### src/jhp_pkg.sv
`timescale 1ns / 1ps

package jhp_pkg;

    localparam int CELL_W       = 24;
    localparam int ACC_W        = 26;
    localparam int CMD_W        = 2;
    localparam int COORD_W      = 7;
    localparam int SWEEP_W      = 16;
    localparam int SIZE_W       = 8;
    localparam int CFG_IDX_W    = 1;
    localparam int CFG_DATA_W   = 16;
    localparam int IN_TDATA_W   = 40;
    localparam int OUT_TDATA_W  = 72;

    localparam int DEFAULT_GRID_SIZE = 128;

    localparam logic [CMD_W-1:0] CMD_WRITE = 2'd0;
    localparam logic [CMD_W-1:0] CMD_RUN   = 2'd1;
    localparam logic [CMD_W-1:0] CMD_READ  = 2'd2;

    localparam logic KIND_READ = 1'b0;
    localparam logic KIND_RUN  = 1'b1;

    localparam logic [CFG_IDX_W-1:0] CFG_SWEEP_COUNT = 1'b0;
    localparam logic [CFG_IDX_W-1:0] CFG_ACTIVE_SIZE = 1'b1;

    localparam logic [SWEEP_W-1:0] RESET_SWEEP_COUNT = 16'd1000;
    localparam logic [SIZE_W-1:0]  RESET_ACTIVE_SIZE = 8'd128;

    localparam logic [CELL_W-1:0] CELL_ONES = {CELL_W{1'b1}};

    // Sideband that travels with each sweep read to the accumulator.
    typedef struct packed {
        logic valid;
        logic first;
        logic last;
        logic interior;
    } tag_t;

    typedef struct packed {
        logic              kind;
        logic [CELL_W-1:0] max_value;
        logic [CELL_W-1:0] min_value;
        logic [CELL_W-1:0] cell_value;
    } result_t;

    typedef enum logic [3:0] {
        SEQ_IDLE  = 4'b0001,
        SEQ_SWEEP = 4'b0010,
        SEQ_DRAIN = 4'b0100,
        SEQ_DONE  = 4'b1000
    } seq_state_t;

endpackage

### src/jhp_accum.sv
`timescale 1ns / 1ps

module jhp_accum #(
    parameter int GRID_SIZE = 128
) (
    input  logic                                   clk,
    input  logic                                   rst_n,
    input  logic                                   clear,
    input  jhp_pkg::tag_t                          tag,
    input  logic [$clog2(GRID_SIZE*GRID_SIZE)-1:0] cell_addr,
    input  logic [jhp_pkg::CELL_W-1:0]             rdata,
    output logic                                   we,
    output logic [$clog2(GRID_SIZE*GRID_SIZE)-1:0] waddr,
    output logic [jhp_pkg::CELL_W-1:0]             wdata,
    output logic [jhp_pkg::CELL_W-1:0]             min_value,
    output logic [jhp_pkg::CELL_W-1:0]             max_value
);
    import jhp_pkg::*;

    localparam int AW = $clog2(GRID_SIZE * GRID_SIZE);

    tag_t              tag_reg;
    logic [AW-1:0]     dest_reg;
    logic [ACC_W-1:0]  acc_reg, acc_next;
    logic [CELL_W-1:0] min_reg, min_next;
    logic [CELL_W-1:0] max_reg, max_next;
    logic [ACC_W-1:0]  sum;

    // Read data lines up with the tag captured in the issue cycle.
    assign sum   = tag_reg.first ? ACC_W'(rdata) : acc_reg + ACC_W'(rdata);
    assign we    = tag_reg.valid && tag_reg.last;
    assign waddr = dest_reg;
    assign wdata = tag_reg.interior ? sum[ACC_W-1:2] : rdata;

    assign min_value = min_reg;
    assign max_value = max_reg;

    always_comb
    begin
        acc_next = tag_reg.valid ? sum : acc_reg;
        min_next = min_reg;
        max_next = max_reg;
        if (clear)
        begin
            min_next = CELL_ONES;
            max_next = '0;
        end
        else if (we && tag_reg.interior)
        begin
            if (wdata < min_reg)
            begin
                min_next = wdata;
            end
            if (wdata > max_reg)
            begin
                max_next = wdata;
            end
        end
    end

    always_ff @(posedge clk or negedge rst_n)
    begin
        if (!rst_n)
        begin
            tag_reg <= '0;
            min_reg <= CELL_ONES;
            max_reg <= '0;
        end
        else
        begin
            tag_reg <= tag;
            min_reg <= min_next;
            max_reg <= max_next;
        end
    end

    always_ff @(posedge clk)
    begin
        dest_reg <= cell_addr;
        acc_reg  <= acc_next;
    end

endmodule

### config.mk
export PLATFORM = sky130hd
export DESIGN_NAME = jhp_accum
export DESIGN_NICKNAME = d
export VERILOG_FILES = /design/src/jhp_pkg.sv /design/src/jhp_accum.sv
export SDC_FILE = /design/constraint.sdc
export NUM_CORES = 1
export LEC_CHECK = 0
export BUFFER_PORTS_ARGS = -buffer_cell sky130_fd_sc_hd__buf_2
export CORE_MARGIN = 5
export CORE_UTILIZATION = 44
export CTS_CLUSTER_SIZE = 12
export DETAILED_ROUTE_END_ITERATION = 8
export PLACE_DENSITY_LB_ADDON = 0.1
export SYNTH_ARGS = -nofsm -noshare
export SYNTH_HDL_FRONTEND = slang
export SYNTH_SLANG_ARGS = --single-unit
### constraint.sdc
create_clock -name clk -period 7.7 [get_ports clk]
set_input_delay 1.54 -clock clk [delete_from_list [all_inputs] [get_ports clk]]
set_output_delay 1.54 -clock clk [all_outputs]
set_load 0.03 [all_outputs]
==> qor.yml <==
timing:
  rsz0062_at_grt: "false"
  maxSlewViolCount: 0
  clock_skew_ps: 12.4
  finalCriticalPeriod_ps: 6990
  max_slew_margin: 0.348
  clock.fmax_mhz: 143
  period_share: 0.908
  hold_viol: 0
  tns_ps: 0
  setup_violations: 0
  tightest_slew_ps: 978
floorplan:
  die_y_um: 130
  ios: 132
  initial_core_util: 0.443
  die_area_sq_um: 17000
  die_width_um: 130
  core-area_sq_um: 14400
  rows: 44
synthesis:
  syn_area_sq_um: 6370
  synth_edf_count: 26
  ys_async_sr_fraction: 0.565
  yosysWarningCount: 0
  synth.distinct_cells: 63
  synth_seq_cells: 92
  syn_inst: 687
  syn_avg_cell_area_sq_um: 9.27
  synth_seq_area_share: 0.376
  synth_fp_nets: 804
  synthFlopType: "dfrtp_1"
worst_setup_path:
  cp.required_ps: 7980
  path_delay_family: "compound AO/OA/AOI/OAI gates"
  cp-end-kind: "flop"
  cp_slowest_cell: "a2111oi_0"
  arrival_ps: 7270
  cp_slowest_stage_delay_ps: 800
  cp_cell_sequence: "buf_2 -> ha_1 -> fa_1 -> a21o_1 -> a22oi_1 -> a21oi_1 -> a211oi_2 -> nor4_1 -> a211oi_1 -> mux2_2 -> ha_1 -> nand2_1 -> nor2_1 -> a2111oi_0 -> nor3_1 -> a2111oi_0 -> o41ai_4 -> buf_4 -> a21oi_1 -> a21bo_2"
  path_class: "input port to flop"
  cp-start-kind: "input port"
  worstPathMaxFanout: 21
  crit_buf_inv: 2
clocking:
  cts_made_buffers: 9
  cts-htree-levels: 3
  cts_setup_buffers: 0
  cts-root-buf: "clkbuf_16"
  worstSkewPairLatency_ps: 350
  clk_pin_slew_ps: 70
  cts_hold_buffers: 0
  tritoncts: "yes"
  clockBufferDepth: 2
  cts_sinks: 92
  post_cts_resized: 0
drt:
  dr.first_iter.drc_count: 404
  vias_per_cell: 5.67
  finalWirelength_um: 18500
  wl_met2_um: 8600
  routed-wl-met3_um: 840
  first_pass_iters: 5
  vias: 5649
  avgRoutedWirePerCell_um: 18.6
  top_layer: "met4"
  antenna_left: 0
  wirelength_met1_um: 8780
  drc: 0
run_status:
  status: "complete, no violations"
final_layout:
  regArea_sq_um: 2390
  nets: 924
  fillers: 1361
  multi_input_area_sq_um: 3630
  synthToLayoutAreaGrowth_pct: 18.2
  layout-drive-gt1-share: 0.246
  diodes: 0
  largest_reg_flops: 26
global_routing:
  grt_max_degree: 53
  grt-ovfl-total: 0
  antenna_found_initial: 0
  grt_usage: 0.221
  grt_first_pass_wirelength_um: 29400
  grt_pass1_vias: 5659
power:
  leakagePower_nw: 3.64
  design_power_total_mw: 1.65
  p_per_area_nw_per_um2: 220
  ir_drop_mv: 0.104
flow_run:
  cap_violations: 0
placed_design:
  routabilityCongestion: 0.915
  portBuffers: 131
  post-dp-hpwl_um: 14300
worst_hold_path:
  hold_path_class: "flop to flop"
## cells in the mapped netlist, types with 3 or more instances
cell type / count / area share
nand3_1: 9 / 0.0071
nand2_1: 53 / 0.031
xor2_1: 8 / 0.011
a21o_1: 19 / 0.022
and3_1: 5 / 0.0049
edfxtp_1: 26 / 0.12
a22oi_1: 3 / 0.0035
inv_1: 59 / 0.035
dfstp_2: 24 / 0.099
mux2_2: 13 / 0.023
nor3_1: 15 / 0.012
nand4_1: 13 / 0.013
o31ai_1: 5 / 0.0059
dfxtp_1: 14 / 0.044
a21oi_1: 46 / 0.036
a211oi_1: 12 / 0.014
o21ai_0: 43 / 0.034
ha_1: 71 / 0.14
o211ai_1: 7 / 0.0082
o211a_1: 3 / 0.0047
xnor2_1: 11 / 0.015
o2bb2ai_1: 4 / 0.0055
mux2i_1: 28 / 0.044
clkbuf_1: 24 / 0.014
nor2b_1: 6 / 0.0059
a31oi_1: 8 / 0.0079
o21bai_1: 6 / 0.0071
o21a_1: 6 / 0.0071
a221oi_1: 4 / 0.0055
dfrtp_1: 28 / 0.11
and2_1: 6 / 0.0059
nor2_1: 60 / 0.035
a2111oi_0: 4 / 0.0055
o31a_1: 3 / 0.0041
or3_1: 3 / 0.0029
## worst min-delay path, delay by kind of cell, from the launching register on
kind	cells	cell delay, ps
flip-flops	1	380
AO/OA/AOI/OAI	1	80
AND/OR/NAND/NOR	1	50
## layout by cell type, fill, tap and decap left out, drive strengths merged, types with 6 or more instances in the layout
| cell | count |
|---|---|
| xnor2 | 11 |
| nand2 | 53 |
| mux2i | 28 |
| o21ai | 43 |
| inv | 61 |
| nor3 | 15 |
| o211ai | 7 |
| nor2 | 60 |
| nor2b | 6 |
| buf | 139 |
| dfrtp | 28 |
| clkbuf | 10 |
| a31oi | 8 |
| dfxtp | 14 |
| nand3 | 9 |
| and2 | 6 |
| a211oi | 13 |
| o21bai | 6 |
| xor2 | 8 |
| ha | 71 |
| mux2 | 13 |
| edfxtp | 26 |
| a21o | 19 |
| o21a | 6 |
| nand4 | 13 |
| dfstp | 24 |
| a21oi | 46 |
## power breakdown
part | leakage (nW) | switching (mW) | internal [mW]
logic | 2.46 | 0.368 | 0.206
clock network | 0.169 | 0.201 | 0.307
registers | 1.01 | 0.0229 | 0.549
total | 3.64 | 0.592 | 1.06
## worst paths after layout
path / startpoint / end / slack (ps) / depth (start not counted)
max: rdata[0] / min_value[15]$_DFFE_PN1P_ / 710 / 20
min: min_value[11]$_DFFE_PN1P_ / min_value[11]$_DFFE_PN1P_ / 530 / 2
max reg2reg: acc_reg[0]$_DFFE_PP_ / min_value[15]$_DFFE_PN1P_ / 1640 / 19
min reg2reg: min_value[11]$_DFFE_PN1P_ / min_value[11]$_DFFE_PN1P_ / 530 / 2
max in group asynchronous: rst_n / max_value[8]$_DFFE_PN0P_ / 5940 / 2
min in group asynchronous: rst_n / max_value[18]$_DFFE_PN0P_ / 1320 / 2
## area by class of cell
| cell class | count | share of cell area |
|---|---|---|
| clock buffers | 10 | 0.0332 |
| clock inverters | 6 | 0.0123 |
| inverters | 60 | 0.0299 |
| multi-input cells | 505 | 0.481 |
| flip-flops and latches | 92 | 0.318 |
| well taps | 184 | 0.0306 |
| repair buffers | 139 | 0.0950 |
## cells by family (layout without fill, tap and decap cells)
kind of cell / count (synthesis) / after routing / synth area share
AO/OA/AOI/OAI: 190 / 190 / 0.200
XOR/XNOR: 19 / 19 / 0.0261
adder cells (fa/ha/maj): 72 / 72 / 0.143
buffers and inverters: 90 / 215 / 0.0552
flip-flops: 92 / 92 / 0.376
multiplexers: 41 / 41 / 0.0670
AND/OR/NAND/NOR: 183 / 183 / 0.133
## stage by stage
step           std cells   util  cell area, sq um  setup slack, ps  hold slack, ps
6_report             996  0.524              7530              710             526
5_1_grt              996  0.524              7530              461             550
3_3_place_gp         980  0.500              7190              907             510
4_1_cts              996  0.524              7530             1000             525
2_1_floorplan        687      -              6370             1630             562
3_5_place_dp         980  0.500              7190              649             514
## layer usage
layer	track usage	vias up
li1	-	2737
met1	0.312	2723
met2	0.345	165
met3	0.0422	24
met4	0.0636	0
met5	0	-
Power figures use the tool's default switching activity.
