`config.mk`:
```
export PLATFORM = sky130hd
export DESIGN_NAME = jhp_seq
export DESIGN_NICKNAME = d
export VERILOG_FILES = /design/src/jhp_pkg.sv /design/src/jhp_seq.sv
export SDC_FILE = /design/constraint.sdc
export NUM_CORES = 1
export LEC_CHECK = 0
export BUFFER_PORTS_ARGS = -buffer_cell sky130_fd_sc_hd__buf_2
export CAP_MARGIN = 20
export CORE_ASPECT_RATIO = 0.8
export CORE_MARGIN = 4
export CORE_UTILIZATION = 32
export DETAILED_ROUTE_END_ITERATION = 8
export GPL_TIMING_DRIVEN = 0
export MAX_ROUTING_LAYER = met4
export PLACE_DENSITY_LB_ADDON = 0.15
export RECOVER_POWER = 25
export SYNTH_ARGS = -nofsm -noshare
export SYNTH_HDL_FRONTEND = slang
export SYNTH_SLANG_ARGS = --single-unit
```
`constraint.sdc`:
```
create_clock -name clk -period 6.9 [get_ports clk]
set_input_delay 1.38 -clock clk [delete_from_list [all_inputs] [get_ports clk]]
set_output_delay 1.38 -clock clk [all_outputs]
set_load 0.02 [all_outputs]
```
`src/jhp_pkg.sv`:
```
`timescale 1ns / 1ps

package jhp_pkg;

    localparam int CELL_W       = 24;
    localparam int ACC_W        = 26;
    localparam int CMD_W        = 2;
    localparam int COORD_W      = 7;
    localparam int SWEEP_W      = 16;
    localparam int SIZE_W       = 8;
    localparam int CFG_IDX_W    = 1;
    localparam int CFG_DATA_W   = 16;
    localparam int IN_TDATA_W   = 40;
    localparam int OUT_TDATA_W  = 72;

    localparam int DEFAULT_GRID_SIZE = 128;

    localparam logic [CMD_W-1:0] CMD_WRITE = 2'd0;
    localparam logic [CMD_W-1:0] CMD_RUN   = 2'd1;
    localparam logic [CMD_W-1:0] CMD_READ  = 2'd2;

    localparam logic KIND_READ = 1'b0;
    localparam logic KIND_RUN  = 1'b1;

    localparam logic [CFG_IDX_W-1:0] CFG_SWEEP_COUNT = 1'b0;
    localparam logic [CFG_IDX_W-1:0] CFG_ACTIVE_SIZE = 1'b1;

    localparam logic [SWEEP_W-1:0] RESET_SWEEP_COUNT = 16'd1000;
    localparam logic [SIZE_W-1:0]  RESET_ACTIVE_SIZE = 8'd128;

    localparam logic [CELL_W-1:0] CELL_ONES = {CELL_W{1'b1}};

    // Sideband that travels with each sweep read to the accumulator.
    typedef struct packed {
        logic valid;
        logic first;
        logic last;
        logic interior;
    } tag_t;

    typedef struct packed {
        logic              kind;
        logic [CELL_W-1:0] max_value;
        logic [CELL_W-1:0] min_value;
        logic [CELL_W-1:0] cell_value;
    } result_t;

    typedef enum logic [3:0] {
        SEQ_IDLE  = 4'b0001,
        SEQ_SWEEP = 4'b0010,
        SEQ_DRAIN = 4'b0100,
        SEQ_DONE  = 4'b1000
    } seq_state_t;

endpackage

```
`src/jhp_seq.sv`:
```
`timescale 1ns / 1ps

module jhp_seq #(
    parameter int GRID_SIZE = 128
) (
    input  logic                                  clk,
    input  logic                                  rst_n,
    input  logic                                  start,
    input  logic [jhp_pkg::SWEEP_W-1:0]           sweep_count,
    input  logic [$clog2(GRID_SIZE+1)-1:0]        n_size,
    output logic                                  busy,
    output logic                                  done,
    output logic                                  cur_bank,
    output logic [$clog2(GRID_SIZE*GRID_SIZE)-1:0] rd_addr,
    output logic [$clog2(GRID_SIZE*GRID_SIZE)-1:0] cell_addr,
    output jhp_pkg::tag_t                         tag
);
    import jhp_pkg::*;

    localparam int CW = $clog2(GRID_SIZE);
    localparam int NW = $clog2(GRID_SIZE + 1);
    localparam int AW = $clog2(GRID_SIZE * GRID_SIZE);

    seq_state_t         state_reg, state_next;
    logic [CW-1:0]      r_reg, r_next;
    logic [CW-1:0]      c_reg, c_next;
    logic [1:0]         phase_reg, phase_next;
    logic [SWEEP_W-1:0] left_reg, left_next;
    logic [NW-1:0]      m_reg, m_next;
    logic [NW-1:0]      dirty_reg, dirty_next;
    logic               bank_reg, bank_next;

    logic          interior;
    logic          last_phase;
    logic          c_end;
    logic          r_end;
    logic [NW:0]   r_ext;
    logic [NW:0]   c_ext;
    logic [NW:0]   n_ext;

    assign r_ext = (NW+1)'(r_reg);
    assign c_ext = (NW+1)'(c_reg);
    assign n_ext = (NW+1)'(n_size);

    // Interior of the active square: rows and columns 1 .. n-2.
    assign interior = (r_reg != '0) && (c_reg != '0)
                   && (r_ext + (NW+1)'(2) <= n_ext) && (c_ext + (NW+1)'(2) <= n_ext);
    assign last_phase = interior ? (phase_reg == 2'd3) : 1'b1;
    assign c_end = (NW'(c_reg) + NW'(1)) == m_reg;
    assign r_end = (NW'(r_reg) + NW'(1)) == m_reg;

    assign cell_addr = AW'(r_reg) * AW'(GRID_SIZE) + AW'(c_reg);

    always_comb
    begin
        rd_addr = cell_addr;
        case (phase_reg)
            2'd0: rd_addr = interior ? cell_addr - AW'(GRID_SIZE) : cell_addr;
            2'd1: rd_addr = cell_addr + AW'(GRID_SIZE);
            2'd2: rd_addr = cell_addr - AW'(1);
            default: rd_addr = cell_addr + AW'(1);
        endcase
    end

    assign tag.valid    = (state_reg == SEQ_SWEEP);
    assign tag.first    = (phase_reg == 2'd0);
    assign tag.last     = last_phase;
    assign tag.interior = interior;

    assign busy     = (state_reg != SEQ_IDLE);
    assign done     = (state_reg == SEQ_DONE);
    assign cur_bank = bank_reg;

    always_comb
    begin
        state_next = state_reg;
        r_next     = r_reg;
        c_next     = c_reg;
        phase_next = phase_reg;
        left_next  = left_reg;
        m_next     = m_reg;
        dirty_next = dirty_reg;
        bank_next  = bank_reg;
        unique case (state_reg)
            SEQ_IDLE:
            begin
                if (start)
                begin
                    // Banks may differ inside the last run's square; sweep over it too.
                    m_next     = (n_size > dirty_reg) ? n_size : dirty_reg;
                    r_next     = '0;
                    c_next     = '0;
                    phase_next = 2'd0;
                    left_next  = sweep_count;
                    if ((sweep_count == '0) || (n_size < NW'(3)))
                    begin
                        state_next = SEQ_DONE;
                    end
                    else
                    begin
                        state_next = SEQ_SWEEP;
                    end
                end
            end
            SEQ_SWEEP:
            begin
                if (last_phase)
                begin
                    phase_next = 2'd0;
                    if (c_end)
                    begin
                        c_next = '0;
                        if (r_end)
                        begin
                            r_next     = '0;
                            state_next = SEQ_DRAIN;
                        end
                        else
                        begin
                            r_next = r_reg + CW'(1);
                        end
                    end
                    else
                    begin
                        c_next = c_reg + CW'(1);
                    end
                end
                else
                begin
                    phase_next = phase_reg + 2'd1;
                end
            end
            SEQ_DRAIN:
            begin
                bank_next = ~bank_reg;
                if (left_reg == SWEEP_W'(1))
                begin
                    dirty_next = n_size;
                    state_next = SEQ_DONE;
                end
                else
                begin
                    left_next  = left_reg - SWEEP_W'(1);
                    state_next = SEQ_SWEEP;
                end
            end
            SEQ_DONE:
            begin
                state_next = SEQ_IDLE;
            end
            default:
            begin
                state_next = SEQ_IDLE;
            end
        endcase
    end

    always_ff @(posedge clk or negedge rst_n)
    begin
        if (!rst_n)
        begin
            state_reg <= SEQ_IDLE;
            r_reg     <= '0;
            c_reg     <= '0;
            phase_reg <= 2'd0;
            left_reg  <= '0;
            m_reg     <= '0;
            dirty_reg <= '0;
            bank_reg  <= 1'b0;
        end
        else
        begin
            state_reg <= state_next;
            r_reg     <= r_next;
            c_reg     <= c_next;
            phase_reg <= phase_next;
            left_reg  <= left_next;
            m_reg     <= m_next;
            dirty_reg <= dirty_next;
            bank_reg  <= bank_next;
        end
    end

endmodule

```
==> results.yml, run 1 <==
run_status:
  outcome: "finished with violations"
  violations: "capacitance limit, slew limit"
setup_path:
  crit_path_max_fanout: 10
  path_cells: "buf_2 > inv_1 > ha_1 > nor2b_1 > o211ai_1 > a21oi_1 > o22ai_1 > clkbuf_1 > nand2_1 > or2_2 > buf_4 > buf_2"
  cpPeakStageDelay_ps: 420
  crit_path_end_kind: "output pin"
  crit_path_frequent_cell: "buf_2"
  slowest_stage: "clkbuf_1"
  crit_required_ps: 5520
  path_class: "in2out"
  worst_ep_arrival_time_ps: 4030
  setup.worst_path.start_class: "input port"
route:
  drc: 0
  drt_iter0_drc: 361
  avgRoutedWirePerCell_um: 17.75
  first_pass_iters: 5
  num_vias: 4837
  antenna_left: 0
  routed_via_density: 5.423
  wl_um: 15830
synth:
  avgSynthCellArea_um2: 8.305
  synth_edf_count: 0
  synthCells: 612
  yosysTopAreaCellShare_pct: 25.60
  synth.top_cells.by_count: "o21ai_0 (57), a21oi_1 (53), dfrtp_1 (52)"
  synth_area_leaders: "dfrtp_1 (26%), ha_1 (12%), o21ai_0 (5.6%)"
  synth_cell_types: 74
  ys_ff_latch: 53
  yosys.area.top_type: "dfrtp_1"
  ys_seq_area_share_pct: 26.12
  yosysWarnings: 0
  synthArstFlopShare_pct: 100.0
  syn_nets: 690
  synthesis.area_um2: 5082
  synth.most_common_cell: "o21ai_0"
  synthFlopType: "dfrtp_1"
final_layout:
  finalNonFillerCells: 892
  fin_area_um2: 5826
  antenna_cells: 0
  drive_gt1_share_pct: 15.10
  largest_reg_flops: 16
  postLayoutCoreUtil_pct: 38.04
  area_growth_pct: 14.62
  nets: 759
global_routing:
  antenna_found_initial: 0
  grt-ovfl-total: 0
  track_usage_pct: 18.19
  grt_start_max_net_pins: 36
  grt_pass1_vias: 4691
  grt_pass1_wl_um: 25570
placed_design:
  place_hpwl_um: 12390
  numPortBuffers: 61
  dp_cells: 884
  dpl_cell_area_um2: 5670
  finalWeightedCongestion: 0.8361
clock_tree:
  cts_tree: "done"
  numCtsBuffers: 5
  htree_levels: 2
  holdBufCountCts: 0
  path_clk_slew_ps: 70
  post_cts_buffers: 0
  cts_sinks: 53
  ctsResizeCount: 0
  cts-root-buf: "clkbuf_16"
  cts_max_path_buffers: 2
  clock_latency_ps: 300
floorplanning:
  core.rowCount: 40
  die_x_um: 148.9
  ios: 62
  core-area_um2: 15310
  die-height_um: 120.7
  die_area_um2: 17980
  initial_core_util_pct: 33.19
timing:
  relSlewSlack_pct: -43.06
  drv_slew: 36
  worst_slew_pin_slew_ps: 2146
  fmax_ghz: 0.1848
  skew_ps: 8.328
  setup_violations: 0
  period_minus_slack_ps: 5412
  rsz0062_at_grt: "no"
  fin_crit_sh_pct: 78.43
  setup_tns_ps: 0
  hold_viol_final: 0
hold_path:
  hold_class: "reg2reg"
power:
  vdd_drop_max_mv: 0.1415
  p_total_w: 0.001730
  p_per_area_nw_per_um2: 296.9
  leakage_nw: 2.647
job:
  cap_viol_max_count: 1
-- cells by family (layout without fill, tap and decap cells) --
| logic type | count (synthesis) | after routing | synth area share (%) |
|---|---|---|---|
| fa+ha+maj | 51 | 51 | 12.70 |
| mux | 13 | 13 | 2.659 |
| buf+inv | 71 | 141 | 6.155 |
| xor+xnor | 44 | 44 | 8.149 |
| flops | 53 | 53 | 26.12 |
| compound gates | 178 | 178 | 22.55 |
| simple gates | 202 | 202 | 21.66 |
-- critical path: cells and delay by family --
family,cells,cell delay [ps]
buf+inv,5,1000
simple gates,3,790
compound gates,3,590
fa+ha+maj,1,280
-- power by group --
group | internal [W] | switching [W]
clock | 0.000182 | 0.000122
combinational | 0.000343 | 0.000603
sequential | 0.000388 | 0.0000919
-- per-stage QoR --
stage | setup slack, ps | hold slack (ps)
3_5_place_dp | 1537 | 473.6
3_3_place_gp | 1580 | 458.0
5_1_grt | 1404 | 517.9
6_report | 1488 | 482.9
2_1_floorplan | 2093 | 465.9
4_1_cts | 1526 | 489.5
-- routing by layer --
layer	vias up	track usage [%]	routed length [um]
met5	-	-	0
met4	0	2.459	100
met3	11	2.885	812
met2	120	25.85	6638
met1	2340	27.73	8281
li1	2366	-	-
-- cell type report --
cell class | count | area [um^2]
multi-input combinational | 488 | 3442
buffer | 33 | 170.2
fill | 1607 | 9489
sequential | 53 | 1328
clock buffer | 7 | 142.6
clock inverter | 1 | 30.03
timing repair buffer | 62 | 307.8
tap | 210 | 262.8
inverter | 38 | 142.6
-- path summary, 6_finish.rpt --
path                            depth (start not counted)            startpoint                  endpoint  slack (ps)
worst min register to register                          1  cur_bank$_DFFE_PN0P_      cur_bank$_DFFE_PN0P_         480
min in group asynchronous                               1                 rst_n  dirty_reg[3]$_DFFE_PN0P_        1280
worst min-delay path                                    1  cur_bank$_DFFE_PN0P_      cur_bank$_DFFE_PN0P_         480
worst max-delay path                                   12             n_size[1]                    tag[1]        1490
worst max register to register                         11  c_reg[3]$_DFFE_PN0P_      c_reg[1]$_DFFE_PN0P_        3300
max in group asynchronous                               2                 rst_n      r_reg[1]$_DFFE_PN0P_        3050
-- layout by cell type, fill, tap and decap left out, types with 18 or more instances in the layout --
master,Yosys,layout
a21oi_1,53,53
buf_2,10,70
clkbuf_1,15,18
dfrtp_1,52,52
ha_1,50,50
inv_1,38,38
nand2_1,42,42
nor2_1,43,43
o21ai_0,57,57
xnor2_1,25,25
Power figures use the tool's default switching activity.
==> run 2, diff against run 1 <==
--- a/config.mk
+++ b/config.mk
@@ -5,6 +5,7 @@
 export SDC_FILE = /design/constraint.sdc
 export NUM_CORES = 1
 export LEC_CHECK = 0
+export ABC_AREA = 1
 export BUFFER_PORTS_ARGS = -buffer_cell sky130_fd_sc_hd__buf_2
 export CAP_MARGIN = 20
 export CORE_ASPECT_RATIO = 0.8
==> constraint.sdc (replaced) <==
create_clock -name clk -period 5.25 [get_ports clk]
set_input_delay 1.05 -clock clk [delete_from_list [all_inputs] [get_ports clk]]
set_output_delay 1.05 -clock clk [all_outputs]
set_load 0.02 [all_outputs]
==> run 2 against run 1 <==
- clock power grew 19%
- synthesized cell count grew 24%
- non-clock buffer count shrank 14
- combinational power grew 22%
- the flow still finishes with violations (capacitance limit, slew limit)
- register-to-register slack lost 1200 ps
- critical endpoint is now rd_addr[9]
- die area grew 0.81%
- first-iteration DRC count shrank 10%
- sequential power grew 40%
==> results.yml, run 2 <==
run_status:
  outcome: "finished with violations"
  violations: "capacitance limit, slew limit"
route:
  num_vias: 5131
  first_pass_iters: 5
  antenna_left: 0
  avgRoutedWirePerCell_um: 15.22
  routed_via_density: 4.919
  drt_iter0_drc: 325
  drc: 0
  wl_um: 15870
synth:
  synth.top_cells.by_count: "nand2_1 (182), inv_1 (88), o21ai_0 (77)"
  yosysTopAreaCellShare_pct: 25.38
  synth_cell_types: 42
  synthesis.area_um2: 5126
  synthFlopType: "dfrtp_1"
  yosys.area.top_type: "dfrtp_1"
  synth.most_common_cell: "nand2_1"
  ys_seq_area_share_pct: 25.90
  syn_nets: 836
  yosysWarnings: 0
  avgSynthCellArea_um2: 6.763
  synth_edf_count: 0
  synthArstFlopShare_pct: 100.0
  ys_ff_latch: 53
  synthCells: 758
  synth_area_leaders: "dfrtp_1 (25%), nand2_1 (13%), ha_1 (12%)"
hold_path:
  min-delay-start: "cur_bank$_DFFE_PN0P_"
  hold_class: "reg2reg"
timing:
  setup_violations: 0
  setup_ws_ps: 934.2
  skew_ps: 7.447
  relSlewSlack_pct: -31.78
  fmax_ghz: 0.2317
  period_minus_slack_ps: 4316
  setup_tns_ps: 0
  fin_crit_sh_pct: 82.21
  worst_slew_pin_slew_ps: 1977
  hold_viol_final: 0
  drv_slew: 36
  fin_hold_ws_ps: 471.8
  rsz0062_at_grt: "no"
setup_path:
  crit_path_end_kind: "output pin"
  setup.worst_path.start_class: "flip-flop"
  startpoint: "r_reg[1]$_DFFE_PN0P_"
  path_class: "reg2out"
  slowest_stage: "dfrtp_1"
  crit_required_ps: 4200
  timing.rr.start: "r_reg[1]$_DFFE_PN0P_"
  path_cells: "ha_1 > nand2_1 > nor2_1 > xor2_1 > ha_1 > a21oi_1 > o21a_1 > nand2_1 > nand2_1 > nand3_2 > inv_1 > nand2_1 > nand2_1 > nand3_1 > nand3_1 > buf_2"
  cpPeakStageDelay_ps: 500
  crit_path_max_fanout: 9
  worst_ep_arrival_time_ps: 3270
  crit_path_frequent_cell: "nand2_1"
floorplanning:
  ios: 62
  die_x_um: 149.5
  die_area_um2: 18120
  die-height_um: 121.2
  core.rowCount: 41
  initial_core_util_pct: 32.55
  core-area_um2: 15750
final_layout:
  drive_gt1_share_pct: 12.68
  most-common-layout-cells: "nand2_1 (182), inv_1 (88), o21ai_0 (77)"
  finalNonFillerCells: 1043
  postLayoutCoreUtil_pct: 37.21
  regArea_um2: 1328
  multi_input_area_um2: 3357
  fill_cells: 1719
  final_common_cell: "nand2_1"
  antenna_cells: 0
  area_growth_pct: 14.33
  largest_reg_flops: 16
  nets: 905
job:
  cap_viol_max_count: 1
global_routing:
  grt_use_met1_pct: 28.82
  antenna_found_initial: 0
  grt_start_max_net_pins: 36
  grt_pass1_vias: 4788
  grt_pass1_wl_um: 25760
  track_usage_pct: 18.59
  use_met3_pct: 3.510
  grt_busiest_layer: "met1"
  use_met2_pct: 25.40
  grt-ovfl-total: 0
clock_tree:
  htree_levels: 2
  cts_tree: "done"
  numCtsBuffers: 5
  cts_sinks: 53
  ctsResizeCount: 0
  post_cts_buffers: 0
  cts_max_path_buffers: 2
  path_clk_slew_ps: 70
  clock_latency_ps: 300
  cts-root-buf: "clkbuf_16"
  holdBufCountCts: 0
placed_design:
  finalWeightedCongestion: 0.9094
  dpl_worst_slack_ps: 1234
  dp_cells: 1035
  place_hpwl_um: 12830
  numPortBuffers: 61
power:
  vdd_drop_max_mv: 0.1847
  p_per_area_nw_per_um2: 371.9
  leakage_nw: 3.043
-- run 2: kinds of logic after synthesis --
logic type / Yosys count / synth area share [%]
adders and majority gates: 51 / 12.59
xor gates and xnor gates: 33 / 5.638
AOI/OAI and AO/OA: 154 / 16.04
buffers and inverters: 110 / 8.616
DFF: 53 / 25.90
and+or+nand+nor: 357 / 31.22
-- run 2: through the flow --
stage / cell area [um^2] / power (W)
2_1_floorplan: 5126 / 0.001461
3_3_place_gp: 5700 / 0.001835
3_5_place_dp: 5720 / 0.001823
4_1_cts: 5878 / 0.002194
5_1_grt: 5861 / 0.002386
6_report: 5861 / 0.002180
-- run 2: layout make-up --
| cell class | count | share of cell area (%) |
|---|---|---|
| multi-input cells | 595 | 57.28 |
| well taps | 215 | 4.590 |
| clock buffers | 7 | 2.605 |
| plain buffers | 19 | 1.708 |
| inverters | 91 | 5.828 |
| clock inverters | 1 | 0.08540 |
| flip-flops and latches | 53 | 22.65 |
| repair buffers | 62 | 5.252 |
-- run 2: layer usage --
| metal | routed length, um | up-vias |
|---|---|---|
| li1 | - | 2656 |
| met1 | 8545 | 2321 |
| met2 | 6288 | 144 |
| met3 | 946 | 10 |
| met4 | 93 | 0 |
| met5 | 0 | - |
-- run 2: power by group --
group          internal (W)  switching, W
logic              0.000372      0.000776
registers          0.000534      0.000137
clock network      0.000203      0.000158
-- run 2: final timing paths --
| kind | cells after the start | end | slack, ps |
|---|---|---|---|
| worst max-delay path | 16 | rd_addr[9] | 930 |
| worst min-delay path | 1 | cur_bank$_DFFE_PN0P_ | 470 |
| worst max register to register | 13 | c_reg[3]$_DFFE_PN0P_ | 2140 |
| worst min register to register | 1 | cur_bank$_DFFE_PN0P_ | 470 |
| max in group asynchronous | 2 | phase_reg[1]$_DFFE_PN0P_ | 1920 |
| min in group asynchronous | 1 | dirty_reg[4]$_DFFE_PN0P_ | 930 |
-- run 2: worst max-delay path, delay by kind of cell (launching register included) --
family | cells | cell delay, ps
buffers and inverters | 2 | 390
adder cells (fa/ha/maj) | 2 | 620
XOR/XNOR | 1 | 220
AND/OR/NAND/NOR | 9 | 990
AO/OA/AOI/OAI | 2 | 260
flip-flops | 1 | 500
